`config.mk`:
```
export PLATFORM = sky130hd
export DESIGN_NAME = cle_ram
export DESIGN_NICKNAME = d
export VERILOG_FILES = /design/src/rtl/assert_macros.svh /design/src/rtl/cle_ram.sv
export SDC_FILE = /design/constraint.sdc
export NUM_CORES = 1
export LEC_CHECK = 0
export BUFFER_PORTS_ARGS = -buffer_cell sky130_fd_sc_hd__buf_4
export CORE_MARGIN = 3
export CORE_UTILIZATION = 45
export CTS_BUF_LIST = sky130_fd_sc_hd__clkbuf_8
export DETAILED_ROUTE_END_ITERATION = 8
export PLACE_DENSITY = 0.71
export SLEW_MARGIN = 25
export SYNTH_ARGS = -nofsm -noshare
export SYNTH_HDL_FRONTEND = slang
export SYNTH_SLANG_ARGS = --single-unit
```
`constraint.sdc`:
```
create_clock -name clk -period 4.2 [get_ports clk]
set_input_delay 0 -clock clk [delete_from_list [all_inputs] [get_ports clk]]
set_output_delay 0 -clock clk [all_outputs]
set_load 0.01 [all_outputs]
```
`src/rtl/assert_macros.svh`:
```
// Assertion macros for the convolution engine.
// Needs clk and rst_n in scope at the point of use.
`ifndef ASSERT_MACROS_SVH
`define ASSERT_MACROS_SVH

// Same-cycle implication, checked at every rising edge out of reset.
`define CLE_ASSERT_NOW(lbl, ante, cons, msg) \
  lbl: assert property (@(posedge clk) disable iff (!rst_n) (ante) |-> (cons)) \
    else $error(msg);

// Next-cycle implication, checked at every rising edge out of reset.
`define CLE_ASSERT_NEXT(lbl, ante, cons, msg) \
  lbl: assert property (@(posedge clk) disable iff (!rst_n) (ante) |=> (cons)) \
    else $error(msg);

`endif

```
`src/rtl/cle_ram.sv`:
```
// Generic single-write, single-read RAM with registered read data.
// No dependencies.
module cle_ram #(
  parameter int WIDTH = 16,
  parameter int DEPTH = 16
) (
  input  logic                                     clk,
  input  logic                                     we,
  input  logic [((DEPTH > 1) ? $clog2(DEPTH) : 1)-1:0] waddr,
  input  logic [WIDTH-1:0]                         wdata,
  input  logic [((DEPTH > 1) ? $clog2(DEPTH) : 1)-1:0] raddr,
  output logic [WIDTH-1:0]                         rdata
);

  logic [WIDTH-1:0] mem [DEPTH];

  always_ff @(posedge clk) begin
    if (we) begin
      mem[waddr] <= wdata;
    end
    rdata <= mem[raddr];
  end

endmodule

```
==> results_dict.tcl <==
set metrics [dict create \
    status "finished clean" \
    numCtsBuffers 44 \
    grt_pass1_vias 5159 \
    min_from "waddr[1]" \
    rsz0062_at_grt "false" \
    drtIter0Drc 432 \
    grt.overflow.total 0 \
    drc 0 \
    dp_cells 751 \
    grt_max_degree 65 \
    min_period_ns 1.79 \
    vias_per_cell 5.62 \
    grt_pass1_wl_um 31000 \
    start_util 0.459 \
    arrival_ns 1.95 \
    drv_slew 0 \
    cap_viol_max_count 0 \
    ys_ff_latch 272 \
    fillCellCount 1696 \
    ios 42 \
    pre_cts_slack_ns 2.08 \
    dieArea_um2 24100 \
    reg2reg_slack_ns 2.90 \
    crit_required_ns 4.36 \
    syn_area_um2 10000 \
    h-tree-depth 2 \
    multi_input_area_um2 1980 \
    area_growth_pct 17.5 \
    endpoint_kind "flop" \
    critical_path_class "in -> reg" \
    crit_slowest_cell "dlygate4sd3_1" \
    cts_max_path_buffers 3 \
    worst_r2r_endpoint "rdata[7]$_DFF_P_" \
    crit_top_cell "dlygate4sd3_1" \
    timing.fmax_ghz 0.558 \
    seq_area_frac_synth 0.797 \
    antenna_found_initial 0 \
    grt_usage 0.174 \
    clk_pin_slew_worst_paths_ns 0.06 \
    coreArea_um2 21900 \
    place_hpwl_um 11200 \
    syn_area_per_cell_um2 23.2 \
    gp_congestion 0.724 \
    finalHoldViolations 0 \
    final.setup.tns_ns 0 \
    ant_nets 0 \
    die_h_um 155 \
    numPortBuffers 41 \
    routed_wl_um 20400 \
    critPathMaxStageDelay_ns 0.99 \
    final_layout_size_suffix_gt1_frac 0.327 \
    tritoncts "done" \
    num_vias 4764 \
    path_cells "dlygate4sd3_1 -> buf_4 -> nor3_4 -> dlygate4sd3_1" \
    met2_usage 0.280 \
    met3_usage 0.0376 \
    grt_busiest_layer "met2" \
    finalCritPeriodShare 0.427 \
    synth_nets 458 \
    synth_cells 432 \
    p_per_area_nw_per_um2 461 \
    regArea_um2 8010 \
    skew_ns 0.0139 \
    reg2reg_from "mem[0][7]$_DFFE_PP_" \
    synthDistinctLibCells 19 \
    finalNetCount 562 \
    peakVddDrop_v 0.000206 \
    root_buffer "clkbuf_8" \
    use_met1 0.242 \
    setup.worst_path.start "waddr[0]" \
    diodes 0 \
    setup_viol 0 \
    worstMarginPinSlew_ns 0.949 \
    maxSlewHeadroom 0.367 \
    clock-sinks 272 \
    hp-class "in -> reg" \
    reg2regPathDepth 3 \
    drtPass1Iterations 5 \
    cp_max_fo 8 \
    synth_warnings 0 \
    rows 54 \
    wire_per_inst_um 24.0 \
    die_w_um 155 \
    setup_slack_ns 2.41 \
    start_kind "input pin" \
    post_cts_buffers 0 \
    clock_latency_ns 0.54 \
    crit_end "mem[8][15]$_DFFE_PP_" \
    fin_cells 848 \
    p_leak_nw 3.95 \
]
layout make-up:
type / count / area share
clock buffer: 49 / 0.0572
clock inverter: 29 / 0.0119
tap: 280 / 0.0297
timing repair buffer: 79 / 0.0547
sequential: 272 / 0.679
multi-input combinational: 139 / 0.168
power by group:
group / leakage (nW) / internal [W] / total, W / switching (W)
logic: 1.01 / 0.000138 / 0.000297 / 0.000159
clock network: 0.495 / 0.00112 / 0.00208 / 0.000960
registers: 2.45 / 0.00304 / 0.00305 / 0.0000173
total: 3.95 / 0.00430 / 0.00543 / 0.00114
metal layers:
layer  routed length, um  vias to the layer above
li1                    -                     2056
met1                8330                     2494
met2               10100                      173
met3                1500                       41
met4                 435                        0
met5                   0                        -
cells by family (layout without fill, tap and decap cells):
logic type | after synthesis | in the layout | synth area share
AO/OA/AOI/OAI | 32 | 32 | 0.0239
buffers and inverters | 21 | 157 | 0.0123
flip-flops | 272 | 272 | 0.797
multiplexers | 64 | 64 | 0.147
AND/OR/NAND/NOR | 43 | 43 | 0.0192
critical path, delay by kind of cell:
family / cells / cell delay [ns]
simple gates: 1 / 0.23
buf+inv: 3 / 1.71
worst min-delay path by stage:
stage	endpoint	cells past startpoint	slack, ns
global placement	mem[14][6]$_DFFE_PP_	1	0.29
floorplan	mem[0][0]$_DFFE_PP_	0	0.1
global route	mem[8][5]$_DFFE_PP_	3	0.06
CTS	mem[8][5]$_DFFE_PP_	3	0.04
finish	mem[8][3]$_DFFE_PP_	3	0.06
detailed placement	mem[12][11]$_DFFE_PP_	1	0.29
flip-flops by register name, indices dropped and copies added (netlist names):
register  count
mem         256
rdata        16
what timing repair did:
item                                    CTS  global route
hold buffers                             18             0
gates resized for setup                   0             0
endpoints found under the hold margin   264             0
endpoints found under the setup margin    0             0
metrics by stage:
step / cell area [um2] / hold slack (ns) / utilization / power, W
after floorplan: 10000 / 0.0989 / - / 0.00326
after global placement: 10800 / 0.289 / 0.492 / 0.00338
after detailed placement: 10800 / 0.295 / 0.493 / 0.00340
after CTS: 11800 / 0.0386 / 0.538 / 0.00549
after global routing: 11800 / 0.0553 / 0.539 / 0.00563
final: 11800 / 0.0624 / 0.539 / 0.00543
cell usage in the layout (no fill, tap or decap):
| master | netlist | routed |
|---|---|---|
| nand3_1 | 1 | 1 |
| bufinv_16 | 0 | 1 |
| mux4_1 | 10 | 10 |
| nor2_2 | 0 | 10 |
| inv_1 | 0 | 20 |
| buf_4 | 3 | 60 |
| nor3_2 | 0 | 3 |
| or3b_2 | 1 | 1 |
| clkbuf_8 | 0 | 49 |
| nor3_4 | 0 | 1 |
| and2_1 | 1 | 1 |
| clkinv_1 | 0 | 4 |
| edfxtp_1 | 256 | 256 |
| buf_8 | 0 | 1 |
| mux4_2 | 54 | 54 |
| dfxtp_1 | 16 | 16 |
| dlygate4sd3_1 | 0 | 18 |
| nor2b_1 | 2 | 2 |
| nand3b_1 | 2 | 2 |
| clkinv_2 | 0 | 4 |
| nand2b_1 | 2 | 2 |
| nor2_1 | 13 | 1 |
| nor2_4 | 0 | 2 |
| nand2_1 | 17 | 17 |
| a22oi_1 | 32 | 32 |
synthesized netlist by cell type, drive strengths merged:
library cell | n | share of area
and2 | 1 | 0.00062
edfxtp | 256 | 0.77
buf | 13 | 0.0093
a22oi | 32 | 0.024
nand3 | 1 | 0.00050
dfxtp | 16 | 0.032
nor3 | 4 | 0.0020
nand2b | 2 | 0.0012
mux4 | 64 | 0.15
nor2b | 2 | 0.0012
nor2 | 13 | 0.0049
nand3b | 2 | 0.0015
or3b | 1 | 0.00087
clkbuf | 8 | 0.0030
nand2 | 17 | 0.0064
Power figures use the tool's default switching activity.
