`src/rtl/assert_macros.svh`:
```
// Assertion macros for the convolution engine.
// Needs clk and rst_n in scope at the point of use.
`ifndef ASSERT_MACROS_SVH
`define ASSERT_MACROS_SVH

// Same-cycle implication, checked at every rising edge out of reset.
`define CLE_ASSERT_NOW(lbl, ante, cons, msg) \
  lbl: assert property (@(posedge clk) disable iff (!rst_n) (ante) |-> (cons)) \
    else $error(msg);

// Next-cycle implication, checked at every rising edge out of reset.
`define CLE_ASSERT_NEXT(lbl, ante, cons, msg) \
  lbl: assert property (@(posedge clk) disable iff (!rst_n) (ante) |=> (cons)) \
    else $error(msg);

`endif

```
`src/rtl/cle_pkg.sv`:
```
// Shared types and constants of the convolution engine.
// No dependencies; used by cle_mac, conv2d_layer_engine and the testbench.
package cle_pkg;

  typedef enum logic [1:0] {
    REQ_FEATURE = 2'd0,
    REQ_WEIGHT  = 2'd1,
    REQ_BIAS    = 2'd2,
    REQ_COMPUTE = 2'd3
  } req_t;

  localparam logic [2:0] CFG_IN_CHANNELS = 3'd0;
  localparam logic [2:0] CFG_IN_HEIGHT   = 3'd1;
  localparam logic [2:0] CFG_IN_WIDTH    = 3'd2;
  localparam logic [2:0] CFG_STRIDE      = 3'd3;
  localparam logic [2:0] CFG_RELU_ENABLE = 3'd4;

  localparam logic [4:0] RST_IN_CHANNELS = 5'd1;
  localparam logic [5:0] RST_IN_HEIGHT   = 6'd28;
  localparam logic [5:0] RST_IN_WIDTH    = 6'd28;
  localparam logic [2:0] RST_STRIDE      = 3'd1;
  localparam logic       RST_RELU_ENABLE = 1'b1;

  // Output row/column times stride: 5-bit position by 3-bit stride
  localparam int BASE_W = 8;
  // Half an LSB of Q8.8 in the Q25.16 accumulator
  localparam int ROUND_HALF = 128;

  localparam logic signed [15:0] Q_MAX = 16'sh7FFF;
  localparam logic signed [15:0] Q_MIN = 16'sh8000;

  typedef struct packed {
    req_t               req_type;
    logic [3:0]         chan;
    logic [3:0]         out_chan;
    logic [4:0]         row;
    logic [4:0]         col;
    logic [1:0]         tap_row;
    logic [1:0]         tap_col;
    logic signed [15:0] value;
  } in_word_t;

  typedef struct packed {
    logic signed [15:0] out_value;
    logic               saturated;
  } out_word_t;

  // Sequencer to multiply-accumulate unit
  typedef struct packed {
    logic load;    // load accumulator with the bias
    logic live;    // a tap is issued this cycle
    logic tap_on;  // the issued tap lies inside the map
  } mac_ctl_t;

endpackage

```
`src/rtl/cle_mac.sv`:
```
// Shared multiply-accumulate unit: product register, then accumulator.
// Depends on cle_pkg for the control struct.
module cle_mac import cle_pkg::*; #(
  parameter int ACC_W = 41
) (
  input  logic                    clk,
  input  logic                    rst_n,
  input  mac_ctl_t                ctl,
  input  logic signed [15:0]      bias,
  input  logic signed [15:0]      feat,
  input  logic signed [15:0]      wgt,
  output logic signed [ACC_W-1:0] acc,
  output logic                    busy
);

  logic                    live1_r, on1_r;
  logic                    live2_r, on2_r;
  logic signed [31:0]      prod_r;
  logic signed [ACC_W-1:0] acc_r;

  // Flags follow the RAM read latency, then the product register
  always_ff @(posedge clk) begin
    if (!rst_n) begin
      live1_r <= 1'b0;
      on1_r   <= 1'b0;
      live2_r <= 1'b0;
      on2_r   <= 1'b0;
    end else begin
      live1_r <= ctl.live;
      on1_r   <= ctl.live & ctl.tap_on;
      live2_r <= live1_r;
      on2_r   <= on1_r;
    end
  end

  always_ff @(posedge clk) begin
    prod_r <= feat * wgt;
    if (ctl.load) begin
      acc_r <= $signed({{(ACC_W-24){bias[15]}}, bias, 8'h00});
    end else if (on2_r) begin
      acc_r <= acc_r + ACC_W'(prod_r);
    end
  end

  assign acc  = acc_r;
  assign busy = live1_r | live2_r;

endmodule

```
`config.mk`:
```
export PLATFORM = sky130hd
export DESIGN_NAME = cle_mac
export DESIGN_NICKNAME = d
export VERILOG_FILES = /design/src/rtl/assert_macros.svh /design/src/rtl/cle_pkg.sv /design/src/rtl/cle_mac.sv
export SDC_FILE = /design/constraint.sdc
export NUM_CORES = 1
export LEC_CHECK = 0
export ABC_AREA = 0
export BUFFER_PORTS_ARGS = -buffer_cell sky130_fd_sc_hd__buf_2
export CORE_UTILIZATION = 30
export CTS_CLUSTER_DIAMETER = 50
export DETAILED_ROUTE_END_ITERATION = 6
export GPL_TIMING_DRIVEN = 0
export PLACE_DENSITY = 0.46
export SYNTH_ARGS = -nofsm -noshare
export SYNTH_HDL_FRONTEND = slang
export SYNTH_SLANG_ARGS = --single-unit
```
`constraint.sdc`:
```
create_clock -name clk -period 11.3 [get_ports clk]
set_clock_uncertainty 0.2 [all_clocks]
set_input_delay 2.26 -clock clk [delete_from_list [all_inputs] [get_ports clk]]
set_output_delay 2.26 -clock clk [all_outputs]
set_load 0.02 [all_outputs]
```
==> impl_metrics.yaml <==
synth:
  ys_types: 58
  syn_area_sq_um: 14200
  ys_ff_latch: 77
  ys_seq_area_share_pct: 13.2
  yosys_warnings: 0
  ys_dominant_reg_cell: "dfxtp_1"
  syn_inst: 1540
  synth-async-reset-ratio_pct: 0
  post_synth.cell_area_avg_sq_um: 9.24
  syn-num-nets: 1978
  synth_edf_count: 33
setup_path:
  critPathBufInv: 5
  critPathRequiredTime_ns: 11.30
  rr_worst_depth: 12
  critPathKind: "in -> reg"
  crit_chain: "buf_2 -> clkbuf_1 -> nand2_1 -> inv_1 -> fa_1 -> fa_1 -> fa_1 -> fa_1 -> fa_1 -> inv_1 -> fa_1 -> inv_1 -> ha_1 -> nor2_1 -> nor2b_1 -> o211ai_1 -> o31ai_1 -> a2111o_1 -> a31oi_1 -> o21bai_1 -> xor2_1"
  crit_slowest_cell: "o31ai_1"
  path_max_fanout: 10
  worstReg2RegEnd: "acc[40]"
  cp_top_family: "adder cells"
  critPathMaxStageDelay_ns: 0.87
  cpMostUsedCell: "fa_1"
  arrival_ns: 9.18
  cp-end-kind: "flop"
  worstReg2RegStart: "acc[0]"
  r2r_setup_slack_ns: 7.64
  startpoint_type: "primary input"
placement:
  hpwl_um: 34100
  portBuffers: 93
  dp.cells: 2240
  gp_congestion: 0.864
global_route:
  grt_overflow: 0
  grt_pass1_wl_um: 62400
  grtUsageTotal_pct: 17.0
  grt_pass1_vias: 11100
  grt_max_degree: 34
  antenna_found_initial: 2
routing:
  vias_per_cell: 4.73
  first_iter_violations: 668
  via_count: 10700
  antenna_left: 0
  wl_per_cell_um: 17.7
  dr.pass1.iters: 7
  drc: 36
  wl_um: 39900
floorplanning:
  dieArea_sq_um: 48300
  core_sq_um: 46700
  fp.dieW_um: 220
  die_h_um: 220
  rows: 79
  start_util_pct: 30.5
  ioPinCount: 95
cts:
  cts-root-buf: "clkbuf_16"
  post_cts_buffers: 0
  cts_tree: "built"
  insertion_delay_ns: 0.35
  ctsLongestPathBuffers: 2
  clock-sinks: 77
  cts_resized: 0
  cts_made_buffers: 9
  cts.clk_slew.worst_paths_ns: 0.06
  cts_htree_levels: 3
  holdBufCountCts: 0
sta:
  fin_crit_ns: 9.18
  setup_viol: 0
  rsz0062_at_grt: "false"
  maxSlewViolCount: 0
  hold_viol: 0
  setup_tns_ns: 0
  relSlewSlack_pct: 27.8
  min_period_over_period_pct: 81.2
  tightestPinTransition_ns: 1.07
  fmax_mhz: 109
run_status:
  status: "finished, violations left"
  violations: "design-rule violations"
cells_and_area:
  final_util_pct: 33.8
  drive_gt1_share_pct: 7.28
  instances_no_fill: 2257
  layout_commonest_cell: "inv_1"
  synthToLayoutAreaGrowth_pct: 10.8
  final_nets: 2082
  most-common-layout-cells: "inv_1, fa_1, nand2_1, and2_1, ha_1"
flow_run:
  drv_cap: 0
hold_path:
  whs_path_depth: 1
  hp-class: "reg -> reg"
  worstHoldStart: "on1_r"
  holdPathEnd: "on2_r"
## layer usage
layer,global-route usage [%],wire length (um),up-vias
met3,1.59,1490,27
met4,3.13,450,0
met1,24.1,19200,5328
li1,-,-,5067
met2,28.2,18700,245
met5,0,0,-
## cell usage after synthesis, types with 3 or more instances
cell       instances  area [sq um]
o21a_1             8          60.1
xnor2_1           45           394
edfxtp_1          33           991
fa_1             263          5270
a21o_1            22           165
nand2_1          161           604
mux2i_1            8          80.1
a211oi_1           5          37.5
clkbuf_1          46           173
a31oi_1           11          68.8
a211o_1            3          26.3
a21oi_1           72           360
and2_1           134           838
o21bai_1          11          82.6
dfxtp_1           44           881
ha_1             122          1530
xor2_1            22           193
o21ai_0           46           230
o31ai_1            8          60.1
nand4_1            8          50.1
a2111oi_0          3          26.3
o21ai_1            4          20.0
nand2b_1          12          75.1
or2_2              5          31.3
a41oi_1            5          43.8
nand3_1           14          70.1
nor2_1            55           206
and3_1             5          31.3
inv_1            295          1110
nor2b_1           14          87.6
o211ai_1           9          67.6
nor3_1            14          70.1
## state kept, by name, indices dropped and copies added, names as in the netlist
register  cells
on2_r         1
live1_r       1
live2_r       1
acc          41
on1_r         1
prod_r       32
## kinds of logic (layout without fill, tap and decap cells)
group,Yosys count,count (layout),synth area share [%]
muxes,8,8,0.563
and+or+nand+nor,434,434,15.2
other,0,1,0
AOI/OAI and AO/OA,227,227,10.2
DFF,77,77,13.2
buffers and inverters,342,451,9.03
xor gates and xnor gates,67,67,4.13
adders and majority gates,385,385,47.7
## layout make-up
| cell class | instances | area [sq um] |
|---|---|---|
| fill | 4961 | 30900 |
| multi-input combinational | 1121 | 11100 |
| sequential | 77 | 1870 |
| inverter | 295 | 1110 |
| tap | 607 | 759 |
| timing repair buffer | 93 | 465 |
| clock buffer | 11 | 254 |
| buffer | 47 | 176 |
| clock inverter | 5 | 56.3 |
| antenna | 1 | 2.50 |
## per-stage QoR
step	setup slack (ns)	cell area, sq um	hold slack [ns]
after floorplan	3.32	14200	0.212
after global placement	1.81	15400	0.234
after detailed placement	1.77	15400	0.226
after CTS	2.11	15800	0.249
after global routing	1.78	15800	0.264
final	2.12	15800	0.248
## worst max path at each step
stage	start	to	depth (start not counted)
floorplan	feat[15]	prod_r[30]	18
global placement	wgt[1]	prod_r[30]	19
detailed placement	wgt[1]	prod_r[30]	21
CTS	wgt[1]	prod_r[30]	21
global route	wgt[1]	prod_r[30]	21
finish	wgt[1]	prod_r[30]	21
Power is left out: the tool's default activity adds up to more than one toggle a clock period on the data nets, which glitch-free logic cannot reach.
